[config.mk]
export PLATFORM = sky130hd
export DESIGN_NAME = lru_key_list
export DESIGN_NICKNAME = d
export VERILOG_FILES = /design/src/sv/lkl_pkg.sv /design/src/sv/lkl_cell.sv /design/src/sv/lru_key_list.sv
export SDC_FILE = /design/constraint.sdc
export NUM_CORES = 1
export LEC_CHECK = 0
export ABC_CLOCK_PERIOD_IN_PS = 6100
export BUFFER_PORTS_ARGS = -buffer_cell sky130_fd_sc_hd__buf_4
export CAP_MARGIN = 20
export CORE_MARGIN = 4
export CORE_UTILIZATION = 43
export CTS_CLUSTER_DIAMETER = 60
export DETAILED_ROUTE_END_ITERATION = 12
export PLACE_DENSITY = 0.59
export SLEW_MARGIN = 30
export SYNTH_ARGS = -nofsm -noshare
export SYNTH_HDL_FRONTEND = slang
export SYNTH_SLANG_ARGS = --single-unit
[constraint.sdc]
create_clock -name i_clk -period 6.1 [get_ports i_clk]
set_input_delay 1.83 -clock i_clk [delete_from_list [all_inputs] [get_ports i_clk]]
set_output_delay 1.83 -clock i_clk [all_outputs]
set_load 0.01 [all_outputs]
[src/sv/lkl_pkg.sv]
// Package for the recency-ordered key list: sizes, command codes, helpers.
// Used by every module of the block; depends on nothing.
`timescale 1ns / 1ps

package lkl_pkg;

    localparam int LIST_DEPTH = 16;
    localparam int KEY_BITS   = 32;
    localparam int PORT_BITS  = 32;
    localparam int OCC_W      = $clog2(LIST_DEPTH + 1);

    localparam logic [1:0] CMD_LOOKUP = 2'd0;
    localparam logic [1:0] CMD_TOUCH  = 2'd1;
    localparam logic [1:0] CMD_INSERT = 2'd2;

    typedef logic [KEY_BITS-1:0] t_tag;

    // Control that every cell of the chain sees in the cycle of a word.
    typedef struct packed {
        logic insert;
        logic touch;
    } t_cell_ctl;

    // Port word to stored tag: truncate or zero-extend to KEY_BITS.
    function automatic t_tag to_tag(input logic [PORT_BITS-1:0] word);
        t_tag tag;
        for (int b = 0; b < KEY_BITS; b++) begin
            tag[b] = (b < PORT_BITS) ? word[b] : 1'b0;
        end
        return tag;
    endfunction

    // Stored tag to port word: low bits, zero-extended when the tag is narrower.
    function automatic logic [PORT_BITS-1:0] to_word(input t_tag tag);
        logic [PORT_BITS-1:0] word;
        for (int b = 0; b < PORT_BITS; b++) begin
            word[b] = (b < KEY_BITS) ? tag[b] : 1'b0;
        end
        return word;
    endfunction

endpackage

[src/sv/lkl_cell.sv]
// One slot of the key list chain: holds a tag, compares it, shifts from its neighbor.
// Depends on lkl_pkg.
`timescale 1ns / 1ps

module lkl_cell (
    input  logic              i_clk,
    input  lkl_pkg::t_cell_ctl i_ctl,
    input  lkl_pkg::t_tag     i_tag,
    input  logic              i_valid,
    input  logic              i_prior,
    input  logic              i_hit,
    input  lkl_pkg::t_tag     i_prev_key,
    output lkl_pkg::t_tag     o_key,
    output logic              o_prior
);

    lkl_pkg::t_tag r_key;
    logic          match;
    logic          shift;

    assign match   = i_valid && (r_key == i_tag);
    assign o_prior = i_prior || match;

    // On a touch hit only the cells up to the first match move back one place.
    assign shift = i_ctl.insert || (i_ctl.touch && i_hit && !i_prior);

    always_ff @(posedge i_clk) begin
        if (shift) begin
            r_key <= i_prev_key;
        end
    end

    assign o_key = r_key;

endmodule

[src/sv/lru_key_list.sv]
// Top level of the recency-ordered key list: cell chain, occupancy and result register.
// Depends on lkl_pkg and lkl_cell.
//
//   channel | handshake                | payload
//   --------+--------------------------+----------------------------------------
//   input   | start / busy             | i_command, i_key
//   result  | o_valid (one-cycle mark) | o_hit, o_evicted_valid, o_evicted_key
//
// A word is taken at every edge with start high; busy never rises, so one word a cycle.
// Its result shows in the next cycle for exactly one cycle, from the output register.
// The cost of a cycle is the compare in every cell plus the first-match ripple down the chain.
// Reset empties the list by clearing the occupancy count; the slots are not cleared.
// The receiver cannot stall, so nothing holds a result back.
`timescale 1ns / 1ps

module lru_key_list (
    input  logic        i_clk,
    input  logic        i_rst_n,
    input  logic        start,
    output logic        busy,
    input  logic [1:0]  i_command,
    input  logic [31:0] i_key,
    output logic        o_valid,
    output logic        o_hit,
    output logic        o_evicted_valid,
    output logic [31:0] o_evicted_key
);

    localparam int N = lkl_pkg::LIST_DEPTH;

    logic [lkl_pkg::OCC_W-1:0] r_occ, n_occ;
    logic                      r_valid;
    logic                      r_hit, n_hit;
    logic                      r_ev_valid, n_ev_valid;
    logic [31:0]               r_ev_key, n_ev_key;

    lkl_pkg::t_tag      tag;
    lkl_pkg::t_cell_ctl ctl;
    lkl_pkg::t_tag      keys  [N];
    lkl_pkg::t_tag      prevk [N];
    logic [N:0]         prior;
    logic               found;
    logic               full;

    assign tag      = lkl_pkg::to_tag(i_key);
    assign full     = (r_occ == lkl_pkg::OCC_W'(N));
    assign prior[0] = 1'b0;
    assign found    = prior[N];

    assign ctl.insert = start && (i_command == lkl_pkg::CMD_INSERT);
    assign ctl.touch  = start && (i_command == lkl_pkg::CMD_TOUCH);

    for (genvar i = 0; i < N; i++) begin : g_cell
        if (i == 0) begin : g_head
            assign prevk[i] = tag;
        end else begin : g_body
            assign prevk[i] = keys[i-1];
        end
        lkl_cell u_cell (
            .i_clk      (i_clk),
            .i_ctl      (ctl),
            .i_tag      (tag),
            .i_valid    (lkl_pkg::OCC_W'(i) < r_occ),
            .i_prior    (prior[i]),
            .i_hit      (found),
            .i_prev_key (prevk[i]),
            .o_key      (keys[i]),
            .o_prior    (prior[i+1])
        );
    end

    always_comb begin
        n_occ      = r_occ;
        n_hit      = 1'b0;
        n_ev_valid = 1'b0;
        n_ev_key   = '0;
        unique case (i_command) inside
            lkl_pkg::CMD_LOOKUP, lkl_pkg::CMD_TOUCH: begin
                n_hit = found;
            end
            lkl_pkg::CMD_INSERT: begin
                if (full) begin
                    n_ev_valid = 1'b1;
                    n_ev_key   = lkl_pkg::to_word(keys[N-1]);
                end else if (start) begin
                    n_occ = r_occ + 1'b1;
                end
            end
            default: begin
            end
        endcase
    end

    always_ff @(posedge i_clk) begin
        if (!i_rst_n) begin
            r_occ   <= '0;
            r_valid <= 1'b0;
        end else begin
            r_occ   <= n_occ;
            r_valid <= start;
        end
    end

    always_ff @(posedge i_clk) begin
        if (start) begin
            r_hit      <= n_hit;
            r_ev_valid <= n_ev_valid;
            r_ev_key   <= n_ev_key;
        end
    end

    assign busy            = 1'b0;
    assign o_valid         = r_valid;
    assign o_hit           = r_hit;
    assign o_evicted_valid = r_ev_valid;
    assign o_evicted_key   = r_ev_key;

endmodule

After elaboration in Yosys (flattened, before gate mapping). Index checks and enable logic that the tools add are counted.

Bits in registers: 552. Input bits: 37. Output and inout port bits: 36. Logic and storage cells: 143.

Add/sub/neg operators: 1. $lt $le $gt $ge: 16. Equality and inequality tests: 19. Muxes and demuxes: 1. Bitwise operators: 1. Reductions and logical operators: 84.

Operator list (number): 32-bit equality test (16); 4-bit by 5-bit less-than comparator with 1-bit output, first input constant (8); 1-bit logical AND (34); 1-bit logical OR (31); 3-bit by 5-bit less-than comparator with 1-bit output, first input constant (4); 1-bit zero test (15); 1-bit by 5-bit less-than comparator with 1-bit output, first input constant (2); 2-bit by 5-bit less-than comparator with 1-bit output, first input constant (2); 5-bit by 1-bit adder with 5-bit output, second input constant (1); 5-bit equality test, second input constant (1); 3-bit AND reduction (1); 2-bit by 1-bit equality test with 1-bit output, second input constant (1); 2-bit equality test, second input constant (1); 2-bit zero test (1); 2-bit AND reduction (1); 2-bit OR reduction (1); 1-bit two-way mux (1); 1-bit NOT (1).

Longest topological paths before layout.
Depth in word-level cells: 20. Mapped depth: 11. Gate-level depth less buffers: 8.

Cells and area by module. A second synthesis with hierarchy kept.

Cells, all modules: 1383. Area total of the unflattened synthesis: 22979.5 µm².

By module, submodules not included: lkl_cell (instances 16, cells an instance 78, area an instance 1327.5 µm², sequential area each 960.9 µm²); lru_key_list (instances 1, cells an instance 135, area an instance 1739.2 µm², sequential area each 1141.1 µm²).

Worst setup path after synthesis. OpenSTA, ideal clock, no wires.

Kind: input-to-reg. Start point: in i_key[13]. End point: reg g_cell[11].u_cell.r_key[0] (enable). Arrival: 5.528 ns. Required time: 5.668 ns. Path slack: 0.140 ns. Cell stages on the path: 10. Path buffers: 2. Cells stage by stage: buf_2 xor2_1 or4_1 or4b_1 nor4_1 a2111oi_1 a31oi_1 nor3_2 buf_2 a21oi_1.

Word-level cells in the longest chain between the ends: 20. Elaborated cells on any way between the ends: 51.

RTL lines: start: declaration (line lru_key_list.sv:22) `input logic [31:0] i_key,`; 32-bit equality test (line lkl_cell.sv:21) `assign match = i_valid && (r_key == i_tag);`; 1-bit logical AND (line lkl_cell.sv:21); 1-bit logical OR (15 in series) (line lkl_cell.sv:22) `assign o_prior = i_prior || match;`; 1-bit logical AND (line lkl_cell.sv:25) `assign shift = i_ctl.insert || (i_ctl.touch && i_hit && !i_prior);`; 1-bit logical AND * (line lkl_cell.sv:25); 1-bit logical OR * (line lkl_cell.sv:25); named net g_cell[11].u_cell.shift (line lkl_cell.sv:19) `logic shift;`; end signal: assignment (line lkl_cell.sv:29) `r_key <= i_prev_key;`; end: declaration (line lkl_cell.sv:17) `lkl_pkg::t_tag r_key;`.

The timed path passes the listed nets; every way through them passes the cells marked *. A chain may end at the register's enable or synchronous reset.

Final worst setup path.
Start point: in i_key[21]. End point: reg g_cell[10].u_cell.r_key[17] (enable).

Word-level cells in the longest chain between the ends: 20. Elaborated cells on any way between the ends: 51.

RTL lines (line): 32-bit equality test (lkl_cell.sv:21); 1-bit logical AND (lkl_cell.sv:21); 1-bit logical OR (15 in series) (lkl_cell.sv:22); 1-bit logical AND (lkl_cell.sv:25); 1-bit logical AND * (lkl_cell.sv:25); 1-bit logical OR * (lkl_cell.sv:25); named net g_cell[10].u_cell.shift (lkl_cell.sv:19); end signal: assignment (lkl_cell.sv:29); end: declaration (lkl_cell.sv:17).

Marks and branches as above.

==> qor.yml <==
cts:
  cts_hold_buf: 0
  cts_resized: 0
  cts_tree: "built"
  post-cts-setup-buffers: 0
  worstSkewPairLatency_ps: 620
  cts.clk_slew.worst_paths_ps: 60
  numClockSinks: 552
  clockRootBuffer: "clkbuf_16"
  cts_buffer_depth: 3
  h-tree-depth: 2
  cts_inserted_buffers: 57
placed_design:
  hpwl_um: 53300
  portBuffers: 71
  finalWeightedCongestion: 0.988
synth:
  ys_ff_latch: 552
  synthFlopType: "edfxtp_1"
  yosysWarnings: 0
  ys_types: 54
  synth.top_cells.by_area: "edfxtp_1 (66%), xor2_1 (14%), xnor2_1 (4.3%)"
  synth_fp_nets: 1730
  yosys.area.top_type: "edfxtp_1"
  synth_area_sq_mm: 0.0248
  async_flop_share: 0
  synth.top_cell.area_share: 0.661
  syn_avg_cell_area_sq_um: 14.7
  yosysMostFrequentCell: "edfxtp_1"
  ys_seq_area_frac: 0.666
  synth-edff-count: 546
  synth_commonest_cells: "edfxtp_1 (546), xor2_1 (397), nor4_1 (154)"
  synth_cells: 1691
sta:
  finalSetupViolCount: 0
  worstMarginPinSlew_ps: 909
  finalHoldViolCount: 0
  rsz0062_at_grt: "false"
  drv_slew: 0
  fin_crit_sh: 0.837
  relSlewSlack: 0.387
  fin_crit_ps: 5100
  fin_skew_ps: 34.0
  fin_tns_setup_ps: 0
  fmax_mhz: 196
min_path:
  hp-class: "reg2reg"
detailed_routing:
  initialDrtViolationCount: 1919
  drt-wirelength-per-cell_um: 29.6
  antenna_left: 0
  drc_errors: 0
  drt-total-wl_um: 76200
  vias_per_cell: 5.87
  drtPass1Iterations: 6
  dr_total_vias: 15100
pwr:
  p_total_mw: 8.33
  power_density_mw_per_mm2: 298
  power.leakage_nw: 9.12
  irDropWorstVdd_mv: 0.217
die:
  start_util: 0.437
  io_pins: 73
  core_sq_mm: 0.0567
  die_height_um: 248
  die_w_um: 248
  core.rowCount: 87
  dieArea_sq_mm: 0.0616
worst_setup_path:
  crit_required_ps: 6340
  cp_max_fo: 32
  crit_arrival_ps: 5340
  cp-end-kind: "register"
  start_kind: "primary input"
  path_class: "in2reg"
global_routing:
  gr-usage-all-layers: 0.245
  grt_pass1_vias: 14800
  grt_pass1_wl_um: 107000
  grt.overflow.total: 0
  grt_max_degree: 39
  antenna_found_initial: 0
run_status:
  status: "complete, no violations"
flow_run:
  drv_cap: 0
final_layout:
  drive_above_1_share: 0.113
  nFillCells: 4750
  final_nets: 1815
  diodes: 0
  syn_to_final_growth_pct: 12.8
-- per-stage QoR --
| step | setup WS [ps] | area (sq um) | utilization | std cells | hold WS [ps] |
|---|---|---|---|---|---|
| final | 996 | 28000 | 0.493 | 2576 | 469 |
| after global routing | 861 | 28000 | 0.493 | 2576 | 479 |
| after CTS | 1060 | 28000 | 0.493 | 2576 | 465 |
| after detailed placement | 440 | 26200 | 0.461 | 2473 | 455 |
| after global placement | 409 | 26200 | 0.461 | 2472 | 454 |
| after floorplan | 140 | 24800 | - | 1691 | 447 |
-- power breakdown --
| group | total [mW] | switching (mW) | internal (mW) |
|---|---|---|---|
| registers | 4.33 | 0.0724 | 4.25 |
| clock network | 3.40 | 1.44 | 1.96 |
| logic | 0.606 | 0.425 | 0.181 |
-- worst max-delay path: stages --
cell and delay [ps]:
buf_4 440, xor2_1 200, nor4_1 500, nand4_1 150, nor3_1 700, nor4b_1 160
buf_4 200, a31oi_1 300, nor3_4 80, buf_4 230, nor2_2 120, buf_4 380
-- layer usage --
metal	vias up	wire, um	GRT usage
met5	-	0	0
met2	940	34600	0.386
met1	7472	30300	0.321
met3	220	8000	0.0741
li1	6495	-	-
met4	0	3300	0.0978
-- final timing paths --
| path | start | end | slack [ps] | cells past startpoint |
|---|---|---|---|---|
| worst min-delay path | g_cell[10].u_cell.o_key[10] | g_cell[11].u_cell.o_key[10] | 470 | 0 |
| worst max-delay path | i_key[21] | g_cell[10].u_cell.o_key[17] | 1000 | 12 |
| worst min register to register | g_cell[10].u_cell.o_key[10] | g_cell[11].u_cell.o_key[10] | 470 | 0 |
| worst max register to register | r_occ[1] | g_cell[10].u_cell.o_key[17] | 2030 | 10 |
-- registers in the layout, indices dropped and copies added, names as in the netlist --
signal and flops:
o_evicted_key 32, r_occ 5, o_hit 1, o_valid 1, g_cell.u_cell.o_key 512, o_evicted_valid 1
-- placed cells by master (no fill, tap or decap), types with 7 or more instances in the layout --
master | synthesis | layout
inv_1 | 7 | 7
xor2_1 | 397 | 397
nand4b_1 | 8 | 8
edfxtp_1 | 546 | 546
nor3_1 | 37 | 37
nand2_1 | 35 | 35
nand3_1 | 35 | 35
xnor2_1 | 121 | 121
nor2b_1 | 7 | 7
clkbuf_1 | 5 | 19
or3_1 | 7 | 7
and2_1 | 36 | 36
nor2_2 | 1 | 7
nor4b_1 | 15 | 15
or4_1 | 8 | 8
clkbuf_16 | 0 | 58
nor2_1 | 53 | 47
nor4_1 | 154 | 154
nand4_1 | 70 | 70
buf_4 | 28 | 98
a21oi_1 | 18 | 9
clkinv_1 | 0 | 10
-- layout make-up --
class / instances / area, sq um / area share
Sequential cell: 552 / 16500 / 0.591
Clock buffer: 81 / 1580 / 0.0564
Clock inverter: 22 / 213 / 0.00761
Tap cell: 756 / 946 / 0.0338
Inverter: 7 / 26.3 / 0.000940
Timing Repair Buffer: 101 / 787 / 0.0281
Multi-Input combinational cell: 1057 / 7900 / 0.282
-- logic make-up (layout without fill, tap and decap cells) --
family / Yosys count / count (layout) / share of synthesized area
DFF: 552 / 552 / 0.666
xor gates and xnor gates: 518 / 518 / 0.183
and+or+nand+nor: 498 / 498 / 0.120
buffers and inverters: 82 / 211 / 0.0192
AOI/OAI and AO/OA: 37 / 37 / 0.0101
adders and majority gates: 2 / 2 / 0.00101
other: 1 / 1 / 0.000151
muxes: 1 / 1 / 0.000404
Note: power is estimated with default switching activity, not from simulation.
